==> config.mk <==
export PLATFORM = sky130hd
export DESIGN_NAME = bounded_deque_with_search
export DESIGN_NICKNAME = d
export VERILOG_FILES = /design/src/hw/rtl/bdq_pkg.sv /design/src/hw/rtl/bdq_ram.sv /design/src/hw/rtl/bounded_deque_with_search.sv
export VERILOG_INCLUDE_DIRS = /design/src /design/src/hw/rtl
export SDC_FILE = /design/constraint.sdc
export NUM_CORES = 2
export LEC_CHECK = 0
export ABC_AREA = 1
export BUFFER_PORTS_ARGS = -buffer_cell sky130_fd_sc_hd__buf_2
export CORE_UTILIZATION = 61
export CTS_BUF_LIST = sky130_fd_sc_hd__clkbuf_4
export DETAILED_ROUTE_END_ITERATION = 12
export GPL_ROUTABILITY_DRIVEN = 0
export GPL_TIMING_DRIVEN = 1
export PLACE_DENSITY = 0.78
export SLEW_MARGIN = 15
export SYNTH_ARGS = -nofsm -noshare
export SYNTH_HDL_FRONTEND = slang
export SYNTH_SLANG_ARGS = --single-unit
export TNS_END_PERCENT = 30
==> constraint.sdc <==
create_clock -name i_clk -period 11.4 [get_ports i_clk]
set_input_delay 2.28 -clock i_clk [delete_from_list [all_inputs] [get_ports i_clk]]
set_output_delay 2.28 -clock i_clk [all_outputs]
set_load 0.02 [all_outputs]
==> src/hw/rtl/bounded_deque_with_search_assert.svh <==
// Assertion macros shared by the deque RTL.
// Both macros sample on the rising edge of i_clk and are idle while reset is held.
`ifndef BOUNDED_DEQUE_WITH_SEARCH_ASSERT_SVH
`define BOUNDED_DEQUE_WITH_SEARCH_ASSERT_SVH

// Same-cycle implication.
`define BDQ_ASSERT_NOW(lbl, ante, cons, msg) \
    lbl: assert property (@(posedge i_clk) disable iff (!i_rst_n) (ante) |-> (cons)) \
        else $error(msg);

// Next-cycle implication.
`define BDQ_ASSERT_NEXT(lbl, ante, cons, msg) \
    lbl: assert property (@(posedge i_clk) disable iff (!i_rst_n) (ante) |=> (cons)) \
        else $error(msg);

`endif

==> src/hw/rtl/bdq_pkg.sv <==
`default_nettype none

package bdq_pkg;

    // Capacity of the ring and the widths that follow from it.
    localparam int DEPTH       = 64;
    localparam int ADDR_W      = $clog2(DEPTH);
    localparam int CNT_W       = $clog2(DEPTH + 1);
    localparam int DATA_W      = 32;
    localparam int REQ_W       = 3;
    localparam int COUNT_OUT_W = 7;

    // Request codes.
    localparam logic [REQ_W-1:0] REQ_PUSH_FRONT = 3'd0;
    localparam logic [REQ_W-1:0] REQ_PUSH_BACK  = 3'd1;
    localparam logic [REQ_W-1:0] REQ_POP_FRONT  = 3'd2;
    localparam logic [REQ_W-1:0] REQ_POP_BACK   = 3'd3;
    localparam logic [REQ_W-1:0] REQ_SEARCH     = 3'd4;

    // Value reported for an empty pop and for the ends of an empty queue.
    localparam logic signed [DATA_W-1:0] EMPTY_MARK = '1;

    typedef logic [ADDR_W-1:0] t_addr;
    typedef logic [CNT_W-1:0]  t_count;

    // Ring position at a given offset from the base; base is below DEPTH and the
    // offset at most DEPTH, so one compare and subtract wraps the sum.
    function automatic t_addr ring_at(input t_addr base, input t_count off);
        logic [ADDR_W:0] sum;
        sum = {1'b0, base} + (ADDR_W + 1)'(off);
        if (sum >= (ADDR_W + 1)'(DEPTH)) begin
            sum = sum - (ADDR_W + 1)'(DEPTH);
        end
        return sum[ADDR_W-1:0];
    endfunction

    // Ring position one step before the base.
    function automatic t_addr ring_dec(input t_addr base);
        t_addr res;
        if (base == '0) begin
            res = ADDR_W'(DEPTH - 1);
        end else begin
            res = base - ADDR_W'(1);
        end
        return res;
    endfunction

endpackage

`default_nettype wire

==> src/hw/rtl/bdq_ram.sv <==
`default_nettype none

// Simple dual-port RAM: one write port, one read port with registered data.
module bdq_ram #(
    parameter int WIDTH = 32,
    parameter int DEPTH = 64
) (
    input  wire logic                     i_clk,
    input  wire logic                     i_wr_en,
    input  wire logic [$clog2(DEPTH)-1:0] i_wr_addr,
    input  wire logic [WIDTH-1:0]         i_wr_data,
    input  wire logic [$clog2(DEPTH)-1:0] i_rd_addr,
    output logic      [WIDTH-1:0]         o_rd_data
);

    logic [WIDTH-1:0] r_mem [DEPTH];

    // Write, then read; the read data is registered.
    always_ff @(posedge i_clk) begin
        if (i_wr_en) begin
            r_mem[i_wr_addr] <= i_wr_data;
        end
        o_rd_data <= r_mem[i_rd_addr];
    end

endmodule

`default_nettype wire

==> src/hw/rtl/bounded_deque_with_search.sv <==
// Double-ended queue of signed 32-bit values with a linear search.
// Input channel: i_valid / o_ready carry i_req_type and i_operand_value; an
// item is taken at a rising edge where both are high. Output channel: o_valid
// and i_ready carry one result item per request, with the entry count and the
// front and back values after the request (-1 for both ends when it is empty).
// One item is worked on at a time; o_ready is high only while the block is
// idle, so it drops after each acceptance.
// Steps from the accepting edge to the load of the output register: a push,
// an empty pop, a search of an empty queue or an unused code goes straight to
// the final step; a pop that leaves entries behind first passes the pop step,
// as the new end is read back from the entry RAM; a search walks the entries
// until it finds the value or passes the last one, reading one entry per cycle
// through the single RAM read port. A new item is taken only once the result
// of the last one has been loaded into the output register.
// The output register holds a result until it is taken, and the next item may
// be accepted meanwhile; that item waits in its final step, with o_ready low,
// while the receiver stalls. Reset empties the queue (front pointer and count
// cleared) and drops any pending result; the entry RAM is not cleared, as only
// entries written by a push are ever used.
`default_nettype none

`include "bounded_deque_with_search_assert.svh"

module bounded_deque_with_search (
    input  wire logic                                i_clk,
    input  wire logic                                i_rst_n,
    input  wire logic                                i_valid,
    output logic                                     o_ready,
    input  wire logic [bdq_pkg::REQ_W-1:0]           i_req_type,
    input  wire logic signed [bdq_pkg::DATA_W-1:0]   i_operand_value,
    output logic                                     o_valid,
    input  wire logic                                i_ready,
    output logic signed [bdq_pkg::DATA_W-1:0]        o_result_value,
    output logic                                     o_underflow_error,
    output logic                                     o_overflow_error,
    output logic [bdq_pkg::COUNT_OUT_W-1:0]          o_entry_count,
    output logic signed [bdq_pkg::DATA_W-1:0]        o_front_entry,
    output logic signed [bdq_pkg::DATA_W-1:0]        o_back_entry
);

    typedef enum logic [1:0] {
        S_IDLE,
        S_POP,
        S_SEARCH,
        S_DONE
    } t_state;

    t_state                              r_state;
    bdq_pkg::t_addr                      r_front;
    bdq_pkg::t_count                     r_count;
    logic signed [bdq_pkg::DATA_W-1:0]   r_front_val;
    logic signed [bdq_pkg::DATA_W-1:0]   r_back_val;
    logic signed [bdq_pkg::DATA_W-1:0]   r_res;
    logic                                r_under;
    logic                                r_over;
    logic                                r_pop_front;
    logic signed [bdq_pkg::DATA_W-1:0]   r_key;
    bdq_pkg::t_addr                      r_cmp;

    logic                                r_out_valid;
    logic signed [bdq_pkg::DATA_W-1:0]   r_out_res;
    logic                                r_out_under;
    logic                                r_out_over;
    logic [bdq_pkg::COUNT_OUT_W-1:0]     r_out_count;
    logic signed [bdq_pkg::DATA_W-1:0]   r_out_front;
    logic signed [bdq_pkg::DATA_W-1:0]   r_out_back;

    logic                                accept;
    logic                                is_full;
    logic                                is_empty;
    logic                                is_push;
    bdq_pkg::t_addr                      front_dec;
    bdq_pkg::t_addr                      back_slot;
    logic                                ram_wr_en;
    bdq_pkg::t_addr                      ram_wr_addr;
    bdq_pkg::t_addr                      ram_rd_addr;
    logic [bdq_pkg::DATA_W-1:0]          ram_rd_data;

    assign o_ready  = (r_state == S_IDLE);
    assign accept   = i_valid && o_ready;
    assign is_full  = (r_count == bdq_pkg::CNT_W'(bdq_pkg::DEPTH));
    assign is_empty = (r_count == '0);
    assign is_push  = (i_req_type == bdq_pkg::REQ_PUSH_FRONT)
                   || (i_req_type == bdq_pkg::REQ_PUSH_BACK);

    // Ring slots in front of the front entry and behind the back entry.
    assign front_dec = bdq_pkg::ring_dec(r_front);
    assign back_slot = bdq_pkg::ring_at(r_front, r_count);

    // A push writes its value straight into the ring.
    assign ram_wr_en   = accept && is_push && !is_full;
    assign ram_wr_addr = (i_req_type == bdq_pkg::REQ_PUSH_FRONT) ? front_dec : back_slot;

    // Read the entry that becomes the new end after a pop, or the next entry
    // of a search walk.
    always_comb begin
        ram_rd_addr = r_front;
        if (r_state == S_IDLE) begin
            if (i_req_type == bdq_pkg::REQ_POP_FRONT) begin
                ram_rd_addr = bdq_pkg::ring_at(r_front, bdq_pkg::CNT_W'(1));
            end else if (i_req_type == bdq_pkg::REQ_POP_BACK) begin
                ram_rd_addr = bdq_pkg::ring_at(r_front, r_count - bdq_pkg::CNT_W'(2));
            end
        end else if (r_state == S_SEARCH) begin
            ram_rd_addr = bdq_pkg::ring_at(r_front,
                bdq_pkg::CNT_W'(r_cmp) + bdq_pkg::CNT_W'(1));
        end
    end

    bdq_ram #(
        .WIDTH (bdq_pkg::DATA_W),
        .DEPTH (bdq_pkg::DEPTH)
    ) u_ram (
        .i_clk     (i_clk),
        .i_wr_en   (ram_wr_en),
        .i_wr_addr (ram_wr_addr),
        .i_wr_data (i_operand_value),
        .i_rd_addr (ram_rd_addr),
        .o_rd_data (ram_rd_data)
    );

    // Request sequencer, cached end values and output register.
    always_ff @(posedge i_clk) begin
        if (!i_rst_n) begin
            r_state     <= S_IDLE;
            r_front     <= '0;
            r_count     <= '0;
            r_out_valid <= 1'b0;
        end else begin
            // A taken result frees the register unless a new one is loaded now.
            if (r_out_valid && i_ready && (r_state != S_DONE)) begin
                r_out_valid <= 1'b0;
            end
            unique case (r_state)
                S_IDLE: begin
                    if (accept) begin
                        unique case (i_req_type)
                            bdq_pkg::REQ_PUSH_FRONT: begin
                                r_res   <= '0;
                                r_under <= 1'b0;
                                r_over  <= is_full;
                                r_state <= S_DONE;
                                if (!is_full) begin
                                    r_front     <= front_dec;
                                    r_count     <= r_count + bdq_pkg::CNT_W'(1);
                                    r_front_val <= i_operand_value;
                                    if (is_empty) begin
                                        r_back_val <= i_operand_value;
                                    end
                                end
                            end
                            bdq_pkg::REQ_PUSH_BACK: begin
                                r_res   <= '0;
                                r_under <= 1'b0;
                                r_over  <= is_full;
                                r_state <= S_DONE;
                                if (!is_full) begin
                                    r_count    <= r_count + bdq_pkg::CNT_W'(1);
                                    r_back_val <= i_operand_value;
                                    if (is_empty) begin
                                        r_front_val <= i_operand_value;
                                    end
                                end
                            end
                            bdq_pkg::REQ_POP_FRONT: begin
                                r_over <= 1'b0;
                                if (is_empty) begin
                                    r_res   <= bdq_pkg::EMPTY_MARK;
                                    r_under <= 1'b1;
                                    r_state <= S_DONE;
                                end else begin
                                    r_res       <= r_front_val;
                                    r_under     <= 1'b0;
                                    r_front     <= bdq_pkg::ring_at(r_front,
                                                       bdq_pkg::CNT_W'(1));
                                    r_count     <= r_count - bdq_pkg::CNT_W'(1);
                                    r_pop_front <= 1'b1;
                                    if (r_count != bdq_pkg::CNT_W'(1)) begin
                                        r_state <= S_POP;
                                    end else begin
                                        r_state <= S_DONE;
                                    end
                                end
                            end
                            bdq_pkg::REQ_POP_BACK: begin
                                r_over <= 1'b0;
                                if (is_empty) begin
                                    r_res   <= bdq_pkg::EMPTY_MARK;
                                    r_under <= 1'b1;
                                    r_state <= S_DONE;
                                end else begin
                                    r_res       <= r_back_val;
                                    r_under     <= 1'b0;
                                    r_count     <= r_count - bdq_pkg::CNT_W'(1);
                                    r_pop_front <= 1'b0;
                                    if (r_count != bdq_pkg::CNT_W'(1)) begin
                                        r_state <= S_POP;
                                    end else begin
                                        r_state <= S_DONE;
                                    end
                                end
                            end
                            bdq_pkg::REQ_SEARCH: begin
                                r_res   <= '0;
                                r_under <= 1'b0;
                                r_over  <= 1'b0;
                                r_key   <= i_operand_value;
                                r_cmp   <= '0;
                                if (is_empty) begin
                                    r_state <= S_DONE;
                                end else begin
                                    r_state <= S_SEARCH;
                                end
                            end
                            default: begin
                                r_res   <= '0;
                                r_under <= 1'b0;
                                r_over  <= 1'b0;
                                r_state <= S_DONE;
                            end
                        endcase
                    end
                end
                S_POP: begin
                    // The new end entry arrives from the RAM.
                    if (r_pop_front) begin
                        r_front_val <= ram_rd_data;
                    end else begin
                        r_back_val <= ram_rd_data;
                    end
                    r_state <= S_DONE;
                end
                S_SEARCH: begin
                    // Compare one entry per cycle, the next read already issued.
                    if (ram_rd_data == r_key) begin
                        r_res   <= bdq_pkg::DATA_W'(r_cmp);
                        r_state <= S_DONE;
                    end else if (bdq_pkg::CNT_W'(r_cmp)
                                 == r_count - bdq_pkg::CNT_W'(1)) begin
                        r_res   <= bdq_pkg::DATA_W'(r_count);
                        r_state <= S_DONE;
                    end else begin
                        r_cmp <= r_cmp + bdq_pkg::ADDR_W'(1);
                    end
                end
                S_DONE: begin
                    // Load the result once the output register is free.
                    if (!r_out_valid || i_ready) begin
                        r_out_valid <= 1'b1;
                        r_out_res   <= r_res;
                        r_out_under <= r_under;
                        r_out_over  <= r_over;
                        r_out_count <= bdq_pkg::COUNT_OUT_W'(r_count);
                        r_out_front <= is_empty ? bdq_pkg::EMPTY_MARK : r_front_val;
                        r_out_back  <= is_empty ? bdq_pkg::EMPTY_MARK : r_back_val;
                        r_state     <= S_IDLE;
                    end
                end
                default: begin
                    r_state <= S_IDLE;
                end
            endcase
        end
    end

    assign o_valid           = r_out_valid;
    assign o_result_value    = r_out_res;
    assign o_underflow_error = r_out_under;
    assign o_overflow_error  = r_out_over;
    assign o_entry_count     = r_out_count;
    assign o_front_entry     = r_out_front;
    assign o_back_entry      = r_out_back;

    // A push into a queue with room grows it by exactly one entry.
    `BDQ_ASSERT_NEXT(a_push_grows, accept && is_push && !is_full,
        r_count == $past(r_count) + bdq_pkg::CNT_W'(1), "push did not grow the queue by one")

    // The search walk never compares beyond the stored entries.
    `BDQ_ASSERT_NOW(a_search_in_range, r_state == S_SEARCH,
        bdq_pkg::CNT_W'(r_cmp) < r_count, "search index beyond the entry count")

    // An empty queue reports both ends as the empty mark.
    `BDQ_ASSERT_NOW(a_empty_ends, o_valid && o_entry_count == '0,
        o_front_entry == bdq_pkg::EMPTY_MARK && o_back_entry == bdq_pkg::EMPTY_MARK,
        "empty queue reported with a stored end value")

endmodule

`default_nettype wire
# == Word level (Yosys, flattened, before mapping) ==
# Memories as Yosys holds them, arrays and structs flattened. A register that Yosys moved wholly into a read port is not among the register bits.
# Cells that the tools add are included.
# word_totals
ff_bits,258
latchBits,0
ram_bits,2048
romBits,0
input_bits,39
output_inout_bits,107
word_cells,155
mem_count,1
# mem_list
memory,words,word_bits,rd,rd_ports_with_merged_regs,write_ports,line,text
u_ram.r_mem,64,32,1,1,1,bdq_ram.sv:16,logic [WIDTH-1:0] r_mem [DEPTH];
# op_classes
n_addsub,14
n_mul,0
div_mod_pow,0
order_cmp,4
eq_ne,30
shifts,0
mux,57
n_bitwise,0
reduce_logical,31
# op_table
operator,n
$mux W32,12
$pmux W32 S2,6
$mux W6,16
$eq A32 B32 Y1,1
$sub A6 B1 Y6 const B,5
$ge A7 B7 Y1 const B,4
$pmux W6 S2,2
$ne A2 B2 Y1 const B,11
$add A6 B7 Y7,3
$reduce_and A8 Y1,2
$add A6 B1 Y7 const B,2
$mux W7,2
$pmux W7 S2,1
$mux W2,6
$ne A3 B3 Y1 const B,4
$reduce_and A6 Y1,2
$reduce_and A5 Y1,2
$reduce_bool A2 Y1,5
$mux W1,9
$reduce_and A3 Y1,3
$pmux W2 S4,1
$reduce_and A4 Y1,2
$add A7 B1 Y7 const B,1
$eq A6 B7 Y1,1
22 further kinds,33

# == Longest topological paths before layout ==
# logic_depth
word_depth,7
mapped_depth,19
ltp_nobuf,17

# == Modules after synthesis ==
# From an unflattened synthesis, not the netlist that was laid out.
# unflattened
hier_cells,7855
area_unflattened_um2,94456.8
# modules_own_cells
mod,n_inst,cells_each,area_per_inst_um2,seq_area_each_um2
bdq_ram,1,6785,82785.6,62139.6
bounded_deque_with_search,1,1070,11671.2,7587.3

# == Least setup slack after synthesis ==
# Ideal clock, no wire load.
# synth_timing
path_kind,input -> register
startpoint,input port i_rst_n
endpoint,"register r_out_back, in the netlist o_back_entry[0], enable pin"
setup_ns,0.697
arrival_ns,9.970
t_required_ns,10.703
slack_ns,0.733
cell_stages,4
n_path_buf,2
cell_sequence,clkbuf_1 inv_1 clkbuf_1 nor3_1
# synth_via
elab_chain_cells,1
# synth_lines
item,line,text
"start, declared",bounded_deque_with_search.sv:26,"input wire logic i_rst_n,"
$reduce_and A3 Y1 (no line),-,
"end signal, assigned",bounded_deque_with_search.sv:255,r_out_back <= is_empty ? bdq_pkg::EMPTY_MARK : r_back_val;
"end, declared",bounded_deque_with_search.sv:66,logic signed [bdq_pkg::DATA_W-1:0] r_out_back;
# Every way passes these cells.
# A chain may end at the register's enable or synchronous reset.

# == Final worst setup path ==
# layout_timing
startpoint,input port i_req_type[2] in the netlist's numbering
endpoint,register u_ram.o_rd_data[11] (read register of u_ram.r_mem)
# layout_via
elab_chain_cells,4
word_cells_on_any_way,5
classes_between,2 x eq/ne; 3 x mux
# layout_lines
item,line,text
"start, declared",bounded_deque_with_search.sv:29,"input wire logic [bdq_pkg::REQ_W-1:0] i_req_type,"
$eq A3 B2 Y1,bounded_deque_with_search.sv:101,end else if (i_req_type == bdq_pkg::REQ_POP_BACK) begin
$mux W6,bounded_deque_with_search.sv:101,
$mux W6 (*),bounded_deque_with_search.sv:99,if (i_req_type == bdq_pkg::REQ_POP_FRONT) begin
$mux W6 (*),bounded_deque_with_search.sv:98,if (r_state == S_IDLE) begin
"end, declared",bdq_ram.sv:13,output logic [WIDTH-1:0] o_rd_data
# Mark *: on every way between the ends. The rest lies on a longest branch, timed or not.

==> Flow_metrics.wiki <==
{| class="wikitable"
! Metric !! Value
|-
| Buffer count from post-CTS setup fixing || 0
|-
| Post-synth ARST share || 0%
|-
| Critical path class || in -> reg
|-
| Die Height || 411 µm
|-
| Post-Route Utilization || ~68%
|-
| Pin count of the biggest net entering global routing || around 210
|-
| Initial antenna violation count || 12
|-
| Global router's overall resource usage || 33.2%
|-
| Top-Level Pins || 146
|-
| Place WS || about 4.3 ns
|-
| Crit path arrival time || 7.19 ns
|-
| TritonCTS clock tree || yes
|-
| Clock Tree Buf Depth || 4
|-
| Register clock-pin slew on the reported worst setup and hold paths || about 0.060 ns
|-
| Clock net sink count || 2338
|-
| Pin slew with the least headroom to its limit || 1.27 ns
|-
| Power density over the cells || 251 nW/µm²
|-
| Final count of hold timing violations || 0
|-
| Nets in the synthesized netlist || around 9100
|-
| Critical Path Start Type || input pin
|-
| TritonCTS Buffers || 597
|-
| Post-cts hold buffer count || 0
|-
| Final setup viols || 0
|-
| Final worst path period need || slightly below 6 ns
|-
| Clock latency of the later-clocked register in the worst-skew pair || 1.42 ns
|-
| Die extent in x || 411 µm
|-
| Setup clock skew after layout || a little over 0.1 ns
|-
| Fin nets || 9407
|-
| Cell with the largest stage delay on the worst path || sky130_fd_sc_hd__buf_4
|-
| Slew Viols, Final || 0
|-
| Number of global-route vias before repair || a little over 70000
|-
| Fin Hold WS || roughly 0.41 ns
|-
| Maximum fanout along the worst path || 148
|-
| Yosys reg bits || 2338
|-
| Global-route wire length before repair || approximately 420000 µm
|-
| Seq/Total Area, Yosys || 68.4%
|-
| Fmax || 170 MHz
|-
| DRC violation total after the first TritonRoute iteration || 11000
|-
| Effective utilization at floorplan || approximately three fifths
|-
| Netlist cell types || 38
|-
| Kind of path behind the tightest hold check || reg -> reg
|-
| DRT Wirelength || 284000 µm
|-
| Req. time, crit path || 12.71 ns
|-
| Syn. warnings || 0
|-
| Outcome || finished clean
|-
| Estimated wirelength of the detail-placed design || 141000 µm
|-
| Per-cell routed wire length || roughly 24 µm
|-
| Die area || 169000 µm²
|-
| Clock root buffer master || sky130_fd_sc_hd__clkbuf_4
|-
| Worst path setup slack after routing || around 5.5 ns
|-
| Syn avg cell area || 11.3 µm²
|-
| Detailed-route vias per instance || 6.10
|-
| CTS H-Tree Depth || 6
|-
| Crit path cell chain || buf_2, inv_2, nand2_2, nor2_2, buf_4, nand2_1, nand3_1, nand2_4, buf_12, buf_12, buf_4, nand3_1, nand3_1, nand3_1, nand3_1, nand3_1, nand2_1
|-
| Post-synth EDFFs || about 2300
|-
| Kind of end point of the critical path || flop
|-
| Proportion of layout cells with a drive suffix above 1 || ~14%
|-
| Mapped cell area || 102000 µm²
|-
| Number of antenna-violating nets in the routed design || 0
|-
| Count of buffering cells on the critical path with inverters included || 6
|-
| Ys flop type || sky130_fd_sc_hd__edfxtp_1
|-
| Post-synthesis instance total || 9029
|-
| Layout-stage area growth over the synthesis result || 9.66%
|-
| Remaining max-slew budget at the tightest pin || 15.6%
|-
| Leakage dissipation || 43.8 nW
|-
| GRT Residual Overflow || 0
|-
| Total DRC errors in the routed layout || 0
|-
| Number of placement rows || 149
|-
| Count of input and output buffers || about 150
|-
| Area of the core || 166000 µm²
|-
| Setup repair after global routing missed its margin || no
|-
| Largest delay contributor family on the critical path || buffers and inverters
|-
| DR pass1 iterations || 6
|-
| Worst stage delay on the critical path || 0.81 ns
|-
| Sum of internal, switching and leakage power || between 20 and 30 mW
|-
| Resized Gates After CTS || 0
|-
| Maximum VDD drop || 0.000562 V
|-
| Via count || 72700
|-
| Setup TNS || 0 ns
|-
| CP dominant cell by count || sky130_fd_sc_hd__nand3_1
|-
| Number of maximum-capacitance violations || 0
|-
| Fin crit share || 51.6%
|}
==> final cells by class <==
type,count,area [µm²]
fillers,11600,53700
well taps,2189,2740
inverters,1240,4670
repair buffers,297,2090
clock inverters,157,887
clock buffers,827,6210
flip-flops and latches,2338,69700
diodes,5,12.5
multi-input cells,4861,25500
==> metal layers <==
layer  track usage, %  up-vias  share of wire, %
met2             51.7     5289                46
met4             17.0        8               4.8
met5                0        -             0.019
met3             9.08      930                14
met1             43.1    34400                36
li1                 -    32000                 -
==> cell usage in the layout (no fill, tap or decap), types with 4 or more instances in the layout <==
| cell type | count |
|---|---|
| sky130_fd_sc_hd__edfxtp_1 | 2290 |
| sky130_fd_sc_hd__nand3_1 | 2222 |
| sky130_fd_sc_hd__nand2_1 | 1442 |
| sky130_fd_sc_hd__inv_1 | 1232 |
| sky130_fd_sc_hd__clkbuf_4 | 827 |
| sky130_fd_sc_hd__nand3b_1 | 768 |
| sky130_fd_sc_hd__buf_2 | 144 |
| sky130_fd_sc_hd__buf_4 | 135 |
| sky130_fd_sc_hd__clkinv_1 | 106 |
| sky130_fd_sc_hd__or2_2 | 83 |
| sky130_fd_sc_hd__nor2_4 | 66 |
| sky130_fd_sc_hd__a21oi_1 | 57 |
| sky130_fd_sc_hd__dfxtp_1 | 48 |
| sky130_fd_sc_hd__nor2_1 | 44 |
| sky130_fd_sc_hd__o21ai_0 | 42 |
| sky130_fd_sc_hd__ha_1 | 30 |
| sky130_fd_sc_hd__xnor2_1 | 24 |
| sky130_fd_sc_hd__inv_2 | 23 |
| sky130_fd_sc_hd__clkinv_2 | 22 |
| sky130_fd_sc_hd__buf_12 | 18 |
| sky130_fd_sc_hd__xor2_1 | 17 |
| sky130_fd_sc_hd__bufinv_16 | 10 |
| sky130_fd_sc_hd__nand4_1 | 9 |
| sky130_fd_sc_hd__a22o_1 | 8 |
| sky130_fd_sc_hd__nor3_1 | 8 |
| sky130_fd_sc_hd__diode_2 | 5 |
| sky130_fd_sc_hd__o211ai_1 | 5 |
| sky130_fd_sc_hd__a31oi_1 | 5 |
| sky130_fd_sc_hd__a211oi_1 | 4 |
==> stage by stage <==
step | instance area [µm²] | cells
after detailed placement | 105000 | 10900
after global placement | 105000 | 10900
after global routing | 112000 | 11900
after floorplan | 102000 | 9029
after CTS | 112000 | 11900
final | 112000 | 11900
==> cells by family (layout without fill, tap and decap cells) <==
kind of cell    Yosys count  count (layout)  share of synthesized area (%)
compound gates          130             130                          0.720
flops                  2338            2338                           68.4
simple gates           4657            4657                           23.0
fa+ha+maj                33              33                          0.427
xor+xnor                 41              41                          0.352
other cells               0               5                              0
buf+inv                1830            2521                           7.18
==> synth_stat cells (2+ instances only) <==
cell type	instances	share of area, %
sky130_fd_sc_hd__fa_1	3	0.059
sky130_fd_sc_hd__nand3b_1	768	5.7
sky130_fd_sc_hd__nor2_1	111	0.41
sky130_fd_sc_hd__and2_1	2	0.012
sky130_fd_sc_hd__or2_2	83	0.51
sky130_fd_sc_hd__o211ai_1	5	0.037
sky130_fd_sc_hd__o21ai_0	42	0.21
sky130_fd_sc_hd__a221oi_1	2	0.017
sky130_fd_sc_hd__buf_2	361	1.8
sky130_fd_sc_hd__nand3_1	2222	11
sky130_fd_sc_hd__dfxtp_1	48	0.94
sky130_fd_sc_hd__inv_1	1233	4.5
sky130_fd_sc_hd__nor3_2	2	0.020
sky130_fd_sc_hd__inv_2	6	0.022
sky130_fd_sc_hd__o21ai_1	4	0.020
sky130_fd_sc_hd__nor3_1	9	0.044
sky130_fd_sc_hd__clkbuf_1	182	0.67
sky130_fd_sc_hd__a21oi_1	57	0.28
sky130_fd_sc_hd__xnor2_1	24	0.21
sky130_fd_sc_hd__nand2_2	2	0.012
sky130_fd_sc_hd__xor2_1	17	0.15
sky130_fd_sc_hd__nand4_1	9	0.055
sky130_fd_sc_hd__a211oi_1	4	0.029
sky130_fd_sc_hd__buf_1	46	0.17
sky130_fd_sc_hd__ha_1	30	0.37
sky130_fd_sc_hd__a22o_1	8	0.069
sky130_fd_sc_hd__a31oi_1	5	0.031
sky130_fd_sc_hd__nand2_1	1445	5.3
sky130_fd_sc_hd__edfxtp_1	2290	67
==> power by group <==
part           total, mW  internal, mW  switching [mW]  leakage (nW)
logic               11.2          2.91            8.30          18.6
registers           9.95          9.76           0.189          21.0
clock network       6.89          3.56            3.33          4.27
==> state kept, by name (all words and copies together) (netlist names) <==
| name | count |
|---|---|
| o_back_entry | 32 |
| o_entry_count | 7 |
| o_front_entry | 32 |
| o_overflow_error | 1 |
| o_result_value | 32 |
| o_underflow_error | 1 |
| o_valid | 1 |
| r_back_val | 32 |
| r_cmp | 6 |
| r_count | 7 |
| r_front | 6 |
| r_front_val | 32 |
| r_key | 32 |
| r_over | 1 |
| r_pop_front | 1 |
| r_res | 32 |
| r_state | 2 |
| r_under | 1 |
| u_ram.o_rd_data | 32 |
| u_ram.r_mem | 2048 |
==> path summary, 6_finish.rpt <==
check | start | endpoint | slack [ns] | cells after the start
worst max register to register | r_front[0] | u_ram.o_rd_data[11] | 5.55 | 16
worst min register to register | r_res[0] | o_result_value[0] | 0.41 | 0
worst min-delay path | r_res[0] | o_result_value[0] | 0.41 | 0
worst max-delay path | i_req_type[2] | u_ram.o_rd_data[11] | 5.51 | 17
(Power assumes the default switching activity.)
